$ cat src/nte_pkg.sv
package nte_pkg;

  // Table geometry.
  localparam int unsigned ENTRIES = 64;
  localparam int unsigned IDX_W   = $clog2(ENTRIES);
  localparam int unsigned CNT_W   = $clog2(ENTRIES + 1);

  // Field widths.
  localparam int unsigned KEY_W  = 32;
  localparam int unsigned LINK_W = 48;
  localparam int unsigned TAG_W  = 16;
  localparam int unsigned TIME_W = 32;
  localparam int unsigned RTT_W  = 16;
  localparam int unsigned EST_W  = 20;
  localparam int unsigned TO_W   = 11;
  localparam int unsigned RTO_W  = 20;
  localparam int unsigned CALC_W = 23;

  // Estimator and table constants.
  localparam logic [EST_W-1:0] INIT_RTTVAR  = 20'd240;
  localparam logic [TO_W-1:0]  INIT_TIMEOUT = 11'd120;
  localparam logic [RTO_W-1:0] RTO_SCALE    = 20'd500;
  localparam logic [TO_W-1:0]  FLOOR_RESET  = 11'd20;
  localparam logic [TO_W-1:0]  CEIL_RESET   = 11'd1280;
  localparam logic signed [CALC_W-1:0] EST_MAX_S = 23'sd1048575;

  // Operation codes carried in the input tuser.
  typedef enum logic [2:0] {
    FUNC_ADD    = 3'd0,
    FUNC_DELETE = 3'd1,
    FUNC_STAMP  = 3'd2,
    FUNC_SAMPLE = 3'd3,
    FUNC_QUERY  = 3'd4,
    FUNC_INC_ID = 3'd5
  } func_e;

  // Result status carried in the output tuser.
  typedef enum logic [1:0] {
    STAT_NONE = 2'd0,
    STAT_DONE = 2'd1,
    STAT_FULL = 2'd2
  } status_e;

  // Configuration register indexes.
  typedef enum logic {
    CFG_RTO_FLOOR = 1'b0,
    CFG_RTO_CEIL  = 1'b1
  } cfg_idx_e;

  typedef enum logic [2:0] {
    ST_IDLE,
    ST_SCAN,
    ST_FETCH,
    ST_EXEC,
    ST_EST,
    ST_FINISH
  } state_e;

  // One entry of the data memory, the key lives in its own memory.
  typedef struct packed {
    logic [LINK_W-1:0] link;
    logic [TAG_W-1:0]  tag;
    logic [TIME_W-1:0] ack_time;
    logic [EST_W-1:0]  srtt;
    logic [EST_W-1:0]  rttvar;
    logic [TO_W-1:0]   timeout;
  } entry_t;

  // Estimator result handed back to the table controller.
  typedef struct packed {
    logic [EST_W-1:0] srtt;
    logic [EST_W-1:0] rttvar;
    logic [TO_W-1:0]  timeout;
  } est_res_t;

  // Keep an estimator value inside [1, 2^20-1].
  function automatic logic [EST_W-1:0] bound_est(input logic signed [CALC_W-1:0] v);
    logic [EST_W-1:0] r;
    if (v <= $signed(23'sd0)) begin
      r = 20'd1;
    end else if (v > EST_MAX_S) begin
      r = EST_MAX_S[EST_W-1:0];
    end else begin
      r = v[EST_W-1:0];
    end
    return r;
  endfunction

endpackage

$ cat src/nte_rto_est.sv
module nte_rto_est (
  input  logic                       clk_i,
  input  logic                       rst_ni,
  input  logic                       start_i,
  input  logic [nte_pkg::EST_W-1:0]  srtt_i,
  input  logic [nte_pkg::EST_W-1:0]  rttvar_i,
  input  logic [nte_pkg::RTT_W-1:0]  rtt_i,
  input  logic [nte_pkg::TO_W-1:0]   floor_i,
  input  logic [nte_pkg::TO_W-1:0]   ceil_i,
  output logic                       done_o,
  output nte_pkg::est_res_t          res_o
);
  import nte_pkg::*;

  logic                     v1_q, v2_q, v3_q;
  logic                     s1_first_q;
  logic [EST_W-1:0]         s1_srtt_q, s1_srtt_d;
  logic [EST_W-1:0]         s1_var_q;
  logic [RTT_W-1:0]         s1_rtt_q;
  logic signed [CALC_W-1:0] s1_abs_q, s1_abs_d;
  logic [EST_W-1:0]         s2_srtt_q;
  logic [EST_W-1:0]         s2_var_q, s2_var_d;
  est_res_t                 res_q, res_d;

  logic                     first;
  logic signed [CALC_W-1:0] delta, sum;
  logic signed [CALC_W-1:0] vsum;
  logic [EST_W:0]           t_sum;

  // Stage one: smoothed RTT update and the magnitude of the error.
  always_comb begin
    first = (srtt_i == '0);
    delta = $signed({7'b0, rtt_i}) - 23'sd1 - $signed({6'b0, srtt_i[EST_W-1:3]});
    sum   = $signed({3'b0, srtt_i}) + delta;
    s1_abs_d  = (delta < $signed(23'sd0)) ? -delta : delta;
    s1_srtt_d = first ? {1'b0, rtt_i, 3'b0} : bound_est(sum);
  end

  // Stage two: variance update.
  always_comb begin
    vsum = $signed({3'b0, s1_var_q}) + s1_abs_q - $signed({5'b0, s1_var_q[EST_W-1:2]});
    s2_var_d = s1_first_q ? {3'b0, s1_rtt_q, 1'b0} : bound_est(vsum);
  end

  // Stage three: timeout from both estimates, clamped, floor tested first.
  always_comb begin
    t_sum = {4'b0, s2_srtt_q[EST_W-1:3]} + {1'b0, s2_var_q};
    res_d.srtt   = s2_srtt_q;
    res_d.rttvar = s2_var_q;
    if (t_sum < {10'b0, floor_i}) begin
      res_d.timeout = floor_i;
    end else if (t_sum > {10'b0, ceil_i}) begin
      res_d.timeout = ceil_i;
    end else begin
      res_d.timeout = t_sum[TO_W-1:0];
    end
  end

  // Stage valid flags.
  always_ff @(posedge clk_i or negedge rst_ni) begin
    if (!rst_ni) begin
      v1_q <= 1'b0;
      v2_q <= 1'b0;
      v3_q <= 1'b0;
    end else begin
      v1_q <= start_i;
      v2_q <= v1_q;
      v3_q <= v2_q;
    end
  end

  // Stage payload registers.
  always_ff @(posedge clk_i) begin
    s1_first_q <= first;
    s1_srtt_q  <= s1_srtt_d;
    s1_var_q   <= rttvar_i;
    s1_rtt_q   <= rtt_i;
    s1_abs_q   <= s1_abs_d;
    s2_srtt_q  <= s1_srtt_q;
    s2_var_q   <= s2_var_d;
    res_q      <= res_d;
  end

  assign done_o = v3_q;
  assign res_o  = res_q;

endmodule

$ cat config.mk
export PLATFORM = sky130hd
export DESIGN_NAME = nte_rto_est
export DESIGN_NICKNAME = d
export VERILOG_FILES = /design/src/nte_pkg.sv /design/src/nte_rto_est.sv
export SDC_FILE = /design/constraint.sdc
export NUM_CORES = 1
export LEC_CHECK = 0
export BUFFER_PORTS_ARGS = -buffer_cell sky130_fd_sc_hd__buf_2
export CORE_ASPECT_RATIO = 0.75
export CORE_MARGIN = 2
export CORE_UTILIZATION = 55
export CTS_CLUSTER_SIZE = 40
export DETAILED_ROUTE_END_ITERATION = 12
export GPL_TIMING_DRIVEN = 0
export PLACE_DENSITY = 0.76
export SYNTH_ARGS = -nofsm -noshare
export SYNTH_HDL_FRONTEND = slang
export SYNTH_SLANG_ARGS = --single-unit
export TNS_END_PERCENT = 5
$ cat constraint.sdc
create_clock -name clk_i -period 4.35 [get_ports clk_i]
set_input_delay 0.87 -clock clk_i [delete_from_list [all_inputs] [get_ports clk_i]]
set_output_delay 0.87 -clock clk_i [all_outputs]
set_load 0.005 [all_outputs]
==> results of run 1 <==
## worst register-to-register path, cell delays in order, from the launching register on
cell       delay, ps
dfxtp_1          400
inv_1             90
fa_1             540
inv_1             40
ha_1             400
nand3_1          120
o2111ai_2        210
a31oi_1          240
o31a_1           360
or3_1            380
a31oi_1          220
xnor2_1          230
or2_1            150
buf_2            180
buf_6            160
o311a_1          200
## per-stage QoR
step	instances	power, mW	TNS, ps
global placement	1510	6.45	-30530
finish	1586	8.56	-16500
CTS	1581	8.39	-10050
floorplan	1131	5.40	-13720
detailed placement	1510	6.56	-31160
global route	1585	9.14	-19550
## power by group through the flow
| stage | Clock, mW | Combinational, mW | Sequential, mW |
|---|---|---|---|
| after floorplan | 0 | 3.14 | 2.26 |
| after global placement | 0 | 4.15 | 2.30 |
| after detailed placement | 0 | 4.25 | 2.31 |
| after CTS | 1.57 | 4.54 | 2.28 |
| after global routing | 1.64 | 5.18 | 2.32 |
| final | 1.55 | 4.73 | 2.28 |
## cells in the final DEF (no fill, tap or decap), types with 10 or more instances in the layout
master,netlist,routed
dfxtp_1,171,171
inv_1,152,147
buf_2,5,132
ha_1,104,88
buf_4,1,48
nor2_1,53,47
nand2_1,47,46
xnor2_1,50,42
a21o_1,37,36
a21oi_1,47,35
o21ai_0,28,25
o21a_1,24,23
nor3_1,27,23
nand2b_1,23,23
xor2_1,31,22
mux2i_1,21,21
fa_1,21,21
clkbuf_16,0,17
a211oi_2,16,16
nand3_1,19,16
o311a_1,17,16
ha_4,0,14
nor4_1,15,13
or3_1,12,10
a21oi_2,1,10
## cells by family (layout without fill, tap and decap cells)
group | count (synthesis) | in the layout
AOI/OAI and AO/OA | 278 | 278
xor gates and xnor gates | 82 | 82
DFF | 174 | 174
muxes | 24 | 24
buffers and inverters | 178 | 384
other | 1 | 6
adders and majority gates | 125 | 125
and+or+nand+nor | 266 | 266
## worst paths after layout
kind | to | slack [ps] | depth (start not counted) | from
max in group asynchronous | v2_q$_DFF_PN0_ | 4030 | 1 | rst_ni
min in group clk_i | s2_srtt_q[6]$_DFF_P_ | 320 | 0 | s1_srtt_q[6]$_DFF_P_
hold / removal | done_o$_DFF_PN0_ | 210 | 1 | rst_ni
setup / recovery | s1_srtt_q[16]$_DFF_P_ | -890 | 21 | rtt_i[7]
setup reg to reg | s2_var_q[10]$_DFF_P_ | 370 | 15 | s1_var_q[4]$_DFF_P_
hold reg to reg | s2_srtt_q[6]$_DFF_P_ | 320 | 0 | s1_srtt_q[6]$_DFF_P_
## registers in the layout, summed over array words and instances (netlist names)
register    count
done_o          1
res_o          51
s1_abs_q       23
s1_first_q      1
s1_rtt_q       16
s1_srtt_q      20
s1_var_q       20
s2_srtt_q      20
s2_var_q       20
v1_q            1
v2_q            1
## timing repair
action / in CTS / in global routing
pin swaps: 48 / 28
gates resized for setup: 94 / 36
cloned: 1 / 0
buffers inserted: 40 / 4
setup endpoints to repair: 20 / 25
## cell type report
cell class / instances / area share
Buffer: 21 / 0.0104
Antenna cell: 2 / 0.000377
Tap cell: 247 / 0.0233
Inverter: 154 / 0.0442
Sequential cell: 174 / 0.264
Clock inverter: 15 / 0.0146
Clock buffer: 17 / 0.0321
Multi-Input combinational cell: 779 / 0.534
Timing Repair Buffer: 177 / 0.0772
## routing by layer
metal | wire length (um) | share of wire
met5 | 0 | 0
met1 | 12800 | 0.44
met2 | 13000 | 0.45
met4 | 901 | 0.031
met3 | 2420 | 0.083
==> metrics.md, run 1 <==
| Metric | Value |
|---|---|
| Synth top area cells | dfxtp_1 33%, ha_1 12%, inv_1 5.4%, xnor2_1 4.2%, fa_1 4.0% |
| # rows | 43 |
| YS warnings | 0 |
| Die area | 20,200 sq um |
| Met2 usage | 0.436 |
| CTS root buf | clkbuf_16 |
| Largest net degree at the start of global routing | 20 |
| CTS tree | done |
| First-pass GRT wire length | 43,800 um |
| GRT Util Overall | 0.278 |
| Yosys top cell by area | dfxtp_1 |
| Initial antenna violation count | 1 |
| Clock skew | 11.7 ps |
| CP max-delay cell | or3_4 |
| Most frequent cells after synthesis | 171 x dfxtp_1, 152 x inv_1, 104 x ha_1 |
| GR Util met3 | 0.0480 |
| Leak | 6.19 nW |
| Skew-Pair Late Insertion Delay | 430 ps |
| Setup-failing EPs final | 23 |
| Vias in the first global route | 8,523 |
| Clock slew at reported path FFs | 70 ps |
| Share of the synthesized area in the top cell type | 0.326 |
| Total power divided by cell area | 645 nW/um^2 |
| Worst hold path class | in -> async |
| Sequential area share after synthesis | 0.333 |
| Post-Synth XOR/XNOR Area | 0.0701 |
| Port Buffers | 132 |
| FMAX | 0.191 GHz |
| Post-route cell area | 13,300 sq um |
| CP most frequent cell | o21ai_2 |
| EDFF count, synth | 0 |
| Core Util, Final | 0.713 |
| Top Family by Delay on Critical Path | simple AND/OR/NAND/NOR gates |
| Number of synthesized register bits | 174 |
| Critical Path Source Type | primary input |
| Worst Max-Slew Pin Slew | 664 ps |
| Post-DP HPWL | 20,800 um |
| Area grow syn2layout | 26.2% |
| Routed WL per cell | 18.4 um |
| Hold Vio Cnt, Final | 0 |
| Largest family of logic cells by synthesized area | compound AO/OA/AOI/OAI gates |
| Slowest stage delay, CP | 450 ps |
| Crit Path Max Fanout | 10 |
| Mux contribution to synthesized area | 0.0232 |
| Distinct cells, synth | 94 |
| RSZ-0062 raised after global routing | true |
| Placed Instance Area | 11,600 sq um |
| Place WS | -1640 ps |
| MaxCap Viol Count | 0 |
| CP Buf/Inv Count | 3 |
| Die height | 124 um |
| Crit end category | register |
| Avg Cell Area, Syn | 9.32 sq um |
| Critical Path RT | 4660 ps |
| CTS max path bufs | 2 |
| Initial DRC count | 879 |
| Met1 usage | 0.384 |
| Vias/cell | 5.83 |
| FF/Latch Area | 3500 sq um |
| DRC | 0 |
| Failing checks | setup timing |
| Clock power frac | 0.182 |
| Top-Level Pins | 133 |
| Mapped Area | 10,500 sq um |
| Adder-cell share of the synthesized area | 0.164 |
| Comb pwr share | 0.552 |
| Fraction of layout cells with a size suffix above 1 | 0.274 |
| Filler cells | 1,348 |
| Rel. slew slack | 0.557 |
| Total core area | 18,600 sq um |
| Gr busiest metal | met2 |
| Hold slack | 213 ps |
| VDD IR max | 0.350 mV |
| Sequential share of power | 0.266 |
| Switch Pwr | 3.64 mW |
| H-tree levels | 4 |
| # clock sinks | 174 |
| Internal | 4.93 mW |
| Die X | 164 um |
| Most common cell in the netlist | dfxtp_1 |
| Mapped Cells | 1,128 |
| Slew Limit Fails | 0 |
| Nets@finish | 1,530 |
| Routed wire length | 29,200 um |
| Area of the multi-input gates | 7080 sq um |
| Routability-driven placement congestion ratio | 0.941 |
| Total gr overflow | 0 |
| Outcome | finished with violations |
| Asr flop ratio synth | 0.0172 |
| Synth Area in Simple Gates | 0.139 |
| Drt pass-1 iters | 6 |
| Compound-gate portion of the synthesized area | 0.203 |
| Hold_buf cts | 0 |
| Main flop type after synthesis | dfxtp_1 |
| Vias | 9,251 |
| CP arrival | 5550 ps |
| Crit-path cells | buf_2 > or3_4 > or3_4 > nor3_2 > xor2_2 > ha_4 > or3_1 > o21ai_2 > o21bai_1 > a21oi_2 > xnor2_2 > ha_4 > nand2_1 > o21ai_2 > a31oi_4 > o21ai_2 > xnor2_1 > buf_4 > buf_8 > nand2_1 > a22o_1 |
| Antenna-violating nets left | 0 |
| Crit path time final | 5240 ps |
| Final period util | 1.21 |
| Initial Util | 0.565 |
| Final WS setup | -893 ps |
| Total CTS buffers | 17 |
| Setup CP Type | in -> reg |
| Sw frac | 0.425 |
(Power assumes the default switching activity.)
==> run 2: changes to the inputs <==
--- a/config.mk
+++ b/config.mk
@@ -6,12 +6,13 @@
 export NUM_CORES = 1
 export LEC_CHECK = 0
+export ABC_AREA = 1
 export BUFFER_PORTS_ARGS = -buffer_cell sky130_fd_sc_hd__buf_2
 export CORE_ASPECT_RATIO = 0.75
-export CORE_MARGIN = 2
+export CORE_MARGIN = 3
 export CORE_UTILIZATION = 55
 export CTS_CLUSTER_SIZE = 40
 export DETAILED_ROUTE_END_ITERATION = 12
 export GPL_TIMING_DRIVEN = 0
-export PLACE_DENSITY = 0.76
+export PLACE_DENSITY = 0.75
 export SYNTH_ARGS = -nofsm -noshare
 export SYNTH_HDL_FRONTEND = slang
==> constraint.sdc (replaced) <==
create_clock -name clk_i -period 4.35 [get_ports clk_i]
set_input_delay 0.6525 -clock clk_i [delete_from_list [all_inputs] [get_ports clk_i]]
set_output_delay 0.6525 -clock clk_i [all_outputs]
set_load 0.005 [all_outputs]
==> metrics.md, run 2 <==
| Metric | Value |
|---|---|
| Slowest stage delay, CP | 330 ps |
| EDFF count, synth | 0 |
| Distinct cells, synth | 44 |
| Most common cell in the netlist | nand2_1 |
| First-pass GRT wire length | 57,900 um |
| Critical Path RT | 4650 ps |
| H-tree levels | 4 |
| Setup tns final | -2770 ps |
| Routed WL per cell | 15.3 um |
| Critical Path Source Type | primary input |
| Total power divided by cell area | 594 nW/um^2 |
| Nets@finish | 2,313 |
| Placed Instance Area | 13,700 sq um |
| Initial DRC count | 1,124 |
| Top Family by Delay on Critical Path | simple AND/OR/NAND/NOR gates |
| Post-DP HPWL | 29,900 um |
| Most frequent cells in the layout | 588 x nand2_1, 367 x inv_1, 171 x dfxtp_1 |
| Vias | 12,300 |
| # clock sinks | 174 |
| Area grow syn2layout | 20.1% |
| Synth top area cells | dfxtp_1 27%, nand2_1 18%, inv_1 11%, ha_1 10%, nand3_1 4.9% |
| RSZ-0062 raised after global routing | true |
| CP arrival | 4850 ps |
| Max reg flops | 51 |
| Total gr overflow | 0 |
| CTS tree | done |
| Antenna-violating nets left | 0 |
| Mapped Area | 12,500 sq um |
| Initial Util | 0.564 |
| Drt pass-1 iters | 6 |
| Die area | 24,700 sq um |
| CP max-delay cell | ha_4 |
| Worst Max-Slew Pin Slew | 577 ps |
| Total core area | 22,200 sq um |
| Crit end category | register |
| Post-Synth XOR/XNOR Area | 0.0394 |
| VDD IR max | 0.309 mV |
| Clock slew at reported path FFs | 80 ps |
| DRC | 0 |
| Largest net degree at the start of global routing | 19 |
| Most common cell after layout, fill and taps aside | nand2_1 |
| Yosys top cell by area | dfxtp_1 |
| Asr flop ratio synth | 0.0172 |
| Die X | 180 um |
| Rel. slew slack | 0.612 |
| Vias in the first global route | 11,200 |
| CTS max path bufs | 2 |
| HP Start | rttvar_i[13] |
| R2r startpoint | s2_var_q[0]$_SDFF_PP0_ |
| CP most frequent cell | nand2_1 |
| Adder-cell share of the synthesized area | 0.137 |
| Final Total Pwr | 8.94 mW |
| Mux contribution to synthesized area | 0 |
| Final period util | 1.05 |
| Hold Vio Cnt, Final | 0 |
| Leak | 8.45 nW |
| Final WS setup | -199 ps |
| Number of synthesized register bits | 174 |
| Main flop type after synthesis | dfxtp_1 |
| Top-Level Pins | 133 |
| GRT Util Overall | 0.294 |
| Synth Area in Simple Gates | 0.371 |
| YS warnings | 0 |
| CP startpoint | rtt_i[1] |
| Mapped Cells | 1,918 |
| Crit Path Max Fanout | 5 |
| Total CTS buffers | 17 |
| Largest family of logic cells by synthesized area | simple AND/OR/NAND/NOR gates |
| Fraction of layout cells with a size suffix above 1 | 0.194 |
| Most frequent cells after synthesis | 609 x nand2_1, 376 x inv_1, 171 x dfxtp_1 |
| Compound-gate portion of the synthesized area | 0.0433 |
| Port Buffers | 132 |
| Skew-Pair Late Insertion Delay | 430 ps |
| Setup-failing EPs final | 20 |
| Post-route cell area | 15,100 sq um |
| # rows | 47 |
| Slew Limit Fails | 0 |
| FMAX | 0.220 GHz |
| Outcome | finished with violations |
| Crit path time final | 4550 ps |
| Routability-driven placement congestion ratio | 0.966 |
| Setup CP Type | in -> reg |
| CP Buf/Inv Count | 7 |
| Avg Cell Area, Syn | 6.53 sq um |
| CTS root buf | clkbuf_16 |
| MaxCap Viol Count | 0 |
| Die height | 137 um |
| Sequential area share after synthesis | 0.279 |
| Place WS | -1260 ps |
| Routed wire length | 37,000 um |
| Failing checks | setup timing |
| Vias/cell | 5.08 |
| Worst hold path class | in -> reg |
| Clock skew | 13.1 ps |
| Initial antenna violation count | 5 |
| Share of the synthesized area in the top cell type | 0.273 |
run 2: cell types whose count changed after synthesis, moves of 17 or more:
cell / change
o21a_1: -22
nor2_1: +73
nand2_2: +32
nand2b_1: -22
nand3_1: +104
mux2i_1: -21
nand4_1: +63
a21o_1: -37
nand2_1: +562
nor2_2: +23
xnor2_1: -33
o311a_1: -17
inv_1: +224
run 2: layout make-up:
cell class / instances / area [sq um]
buffer: 19 / 144
sequential: 174 / 3500
clock inverter: 15 / 140
inverter: 398 / 1510
fill: 2057 / 7180
clock buffer: 17 / 425
multi-input combinational: 1330 / 7980
antenna: 5 / 12.5
tap: 294 / 368
timing repair buffer: 167 / 970
run 2: what timing repair did:
action                                 4_1_cts  5_1_grt
pin swaps                                   63       13
gates resized for setup                    108       12
setup endpoints to repair                   20       20
gates cloned                                 1        0
hold buffers                                 1        0
buffers inserted                            32        1
endpoints found under the hold margin        3        0
run 2: worst paths after layout:
kind	to	depth (start not counted)	slack, ps
min in group asynchronous	v2_q$_DFF_PN0_	2	550
min reg2reg	s2_srtt_q[17]$_DFF_P_	0	320
max in group asynchronous	done_o$_DFF_PN0_	2	3690
max reg2reg	res_o[2]$_DFF_P_	20	480
max	s1_srtt_q[13]$_DFF_P_	33	-200
min	s1_var_q[13]$_DFF_P_	1	320
run 2: stage by stage:
| stage | utilization | std cells | hold slack, ps |
|---|---|---|---|
| 2_1_floorplan | - | 1921 | 310 |
| 3_3_place_gp | 0.616 | 2347 | 311 |
| 3_5_place_dp | 0.616 | 2347 | 312 |
| 4_1_cts | 0.674 | 2413 | 299 |
| 5_1_grt | 0.677 | 2419 | 293 |
| 6_report | 0.677 | 2419 | 316 |
run 2: logic make-up after synthesis:
| kind of cell | after synthesis |
|---|---|
| flops | 174 |
| fa+ha+maj | 125 |
| other cells | 1 |
| xor+xnor | 53 |
| simple gates | 1049 |
| compound gates | 99 |
| buf+inv | 417 |
run 2: report_power, final:
part / internal [mW] / switching (mW) / total [mW]
clock: 0.760 / 0.714 / 1.47
sequential: 2.04 / 0.224 / 2.26
combinational: 1.86 / 3.34 / 5.20
total: 4.66 / 4.28 / 8.94
run 2: per-layer routing:
layer	up-vias	GRT usage	share of wire	wire, um
li1	6296	-	-	-
met1	5475	0.411	0.47	17500
met2	458	0.466	0.43	16000
met3	67	0.0550	0.070	2570
met4	0	0.0912	0.025	910
met5	-	0	0	0
==> run 3: changes to the inputs <==
Settings changed: ABC_AREA 1 to unset, GPL_TIMING_DRIVEN 0 to unset, PLACE_DENSITY 0.75 to 0.76, REMOVE_ABC_BUFFERS set to 1.
==> metrics.md, run 3 (same netlist as run 1, synthesis figures left out) <==
| Metric | Value |
|---|---|
| Outcome | finished with violations |
| Failing checks | setup timing |
| # clock sinks | 174 |
| RSZ-0062 raised after global routing | true |
| Slew Limit Fails | 0 |
| Total power divided by cell area | 630 nW/um^2 |
| Clock skew | 8.95 ps |
| Max reg flops | 51 |
| Initial Util | 0.565 |
| CTS max path bufs | 2 |
| Fraction of layout cells with a size suffix above 1 | 0.319 |
| Total CTS buffers | 17 |
| Final WS setup | -495 ps |
| CP arrival | 5200 ps |
| Final Total Pwr | 8.74 mW |
| Crit-path cells | buf_2 > or3_4 > buf_6 > buf_4 > nor2_4 > xor2_1 > ha_1 > and3_4 > o311ai_2 > a21o_1 > a31oi_4 > o21ai_2 > xnor2_1 > ha_2 > and3_4 > o21a_1 > o31a_1 > o21ai_2 > o21bai_1 > xnor2_1 > nand2_1 > or4_4 > a41oi_2 |
| Port Buffers | 132 |
| Largest net degree at the start of global routing | 34 |
| Filler cells | 1,386 |
| Crit end category | register |
| Total gr overflow | 0 |
| Hold path depth | 1 |
| # rows | 43 |
| Most common cell after layout, fill and taps aside | buf_4 |
| Most frequent cells in the layout | 189 x buf_4, 171 x dfxtp_1, 150 x inv_1 |
| Crit Path Max Fanout | 4 |
| Total core area | 18,600 sq um |
| CP startpoint | rtt_i[8] |
| Worst Max-Slew Pin Slew | 1060 ps |
| Crit path time final | 4840 ps |
| Vias/cell | 5.55 |
| Crit path capture | s1_srtt_q[0]$_SDFF_PP0_ |
| Routed wire length | 29,900 um |
| Leak | 6.77 nW |
| Gr busiest metal | met2 |
| VDD IR max | 0.343 mV |
| Area of the multi-input gates | 6710 sq um |
| Antenna-violating nets left | 0 |
| CTS root buf | clkbuf_16 |
| Drt pass-1 iters | 5 |
| Post-route cell area | 13,900 sq um |
| Skew-Pair Late Insertion Delay | 430 ps |
| Die X | 166 um |
| MaxCap Viol Count | 0 |
| H-tree levels | 4 |
| Hold Vio Cnt, Final | 0 |
| Critical Path Source Type | primary input |
| Hold slack | 317 ps |
| Rel. slew slack | 0.294 |
| Reg2reg setup slack | 270 ps |
| Initial antenna violation count | 0 |
| Diodes inserted | 0 |
| Crit path depth | 23 |
| Routability-driven placement congestion ratio | 0.963 |
| Post-DP HPWL | 22,800 um |
| Setup CP Type | in -> reg |
| R2r endpoint | s2_var_q[13]$_DFF_P_ |
| Setup-failing EPs final | 20 |
| FMAX | 0.206 GHz |
| Top Family by Delay on Critical Path | compound AO/OA/AOI/OAI gates |
| FF/Latch Area | 3500 sq um |
| Met2 usage | 0.459 |
| Placed Instance Area | 12,600 sq um |
| R2r startpoint | s1_var_q[2]$_DFF_P_ |
| Initial DRC count | 840 |
| Area grow syn2layout | 32.0% |
| Worst hold path class | in -> reg |
| Met1 usage | 0.391 |
| CP max-delay cell | or4_4 |
| Clock slew at reported path FFs | 70 ps |
| CP Buf/Inv Count | 3 |
| Slowest stage delay, CP | 420 ps |
| Nets@finish | 1,661 |
| Routed WL per cell | 17.4 um |
| Vias in the first global route | 9,308 |
| GRT Util Overall | 0.282 |
| Top-Level Pins | 133 |
| Critical Path RT | 4710 ps |
| Reg2Reg Depth | 13 |
| CTS tree | done |
| Die height | 126 um |
| GR Util met3 | 0.0496 |
| Vias | 9,525 |
| DRC | 0 |
| Final period util | 1.11 |
| First-pass GRT wire length | 47,900 um |
| Die area | 20,800 sq um |
==> run 3: worst min path at each step <==
stage                     startpoint                    end  slack [ps]
3_5_place_dp    s1_srtt_q[9]$_DFF_P_   s2_srtt_q[9]$_DFF_P_         310
3_3_place_gp   s1_srtt_q[10]$_DFF_P_  s2_srtt_q[10]$_DFF_P_         310
6_report                rttvar_i[11]   s1_var_q[11]$_DFF_P_         320
2_1_floorplan   s2_srtt_q[0]$_DFF_P_      res_o[31]$_DFF_P_         310
4_1_cts                 rttvar_i[11]   s1_var_q[11]$_DFF_P_         310
5_1_grt                 rttvar_i[19]   s1_var_q[19]$_DFF_P_         300
==> run 3: cell type report <==
class / count / share of cell area
inverters: 154 / 0.0417
multi-input cells: 779 / 0.484
clock buffers: 19 / 0.0319
repair buffers: 329 / 0.157
flip-flops and latches: 174 / 0.252
clock inverters: 13 / 0.0110
well taps: 247 / 0.0223
==> run 3: power breakdown <==
part           leakage (nW)  switching (mW)  total, mW  internal [mW]
clock                 0.278           0.710       1.54          0.829
sequential             1.47           0.212       2.29           2.08
combinational          5.02            2.74       4.91           2.18
==> run 3: metrics by stage <==
stage	util	worst slack (ps)	std cells	TNS [ps]
finish	0.746	-495	1715	-7060
global placement	0.678	-1170	1654	-19960
detailed placement	0.678	-1240	1654	-21590
floorplan	-	-1490	1107	-29160
global route	0.746	-681	1715	-10630
CTS	0.742	-344	1711	-5720
==> run 3: layer usage <==
metal,share of wire,vias up
met2,0.45,335
met3,0.066,64
li1,-,4650
met1,0.46,4476
met4,0.023,0
met5,0,-
==> run 3: repair_timing <==
| action | in CTS | in global routing |
|---|---|---|
| pin swaps | 65 | 17 |
| resized for setup | 80 | 6 |
| gates cloned | 0 | 0 |
| setup endpoints to repair | 20 | 20 |
| endpoints found under the hold margin | 3 | 0 |
| setup buffers | 24 | 4 |
| hold buffers | 1 | 0 |
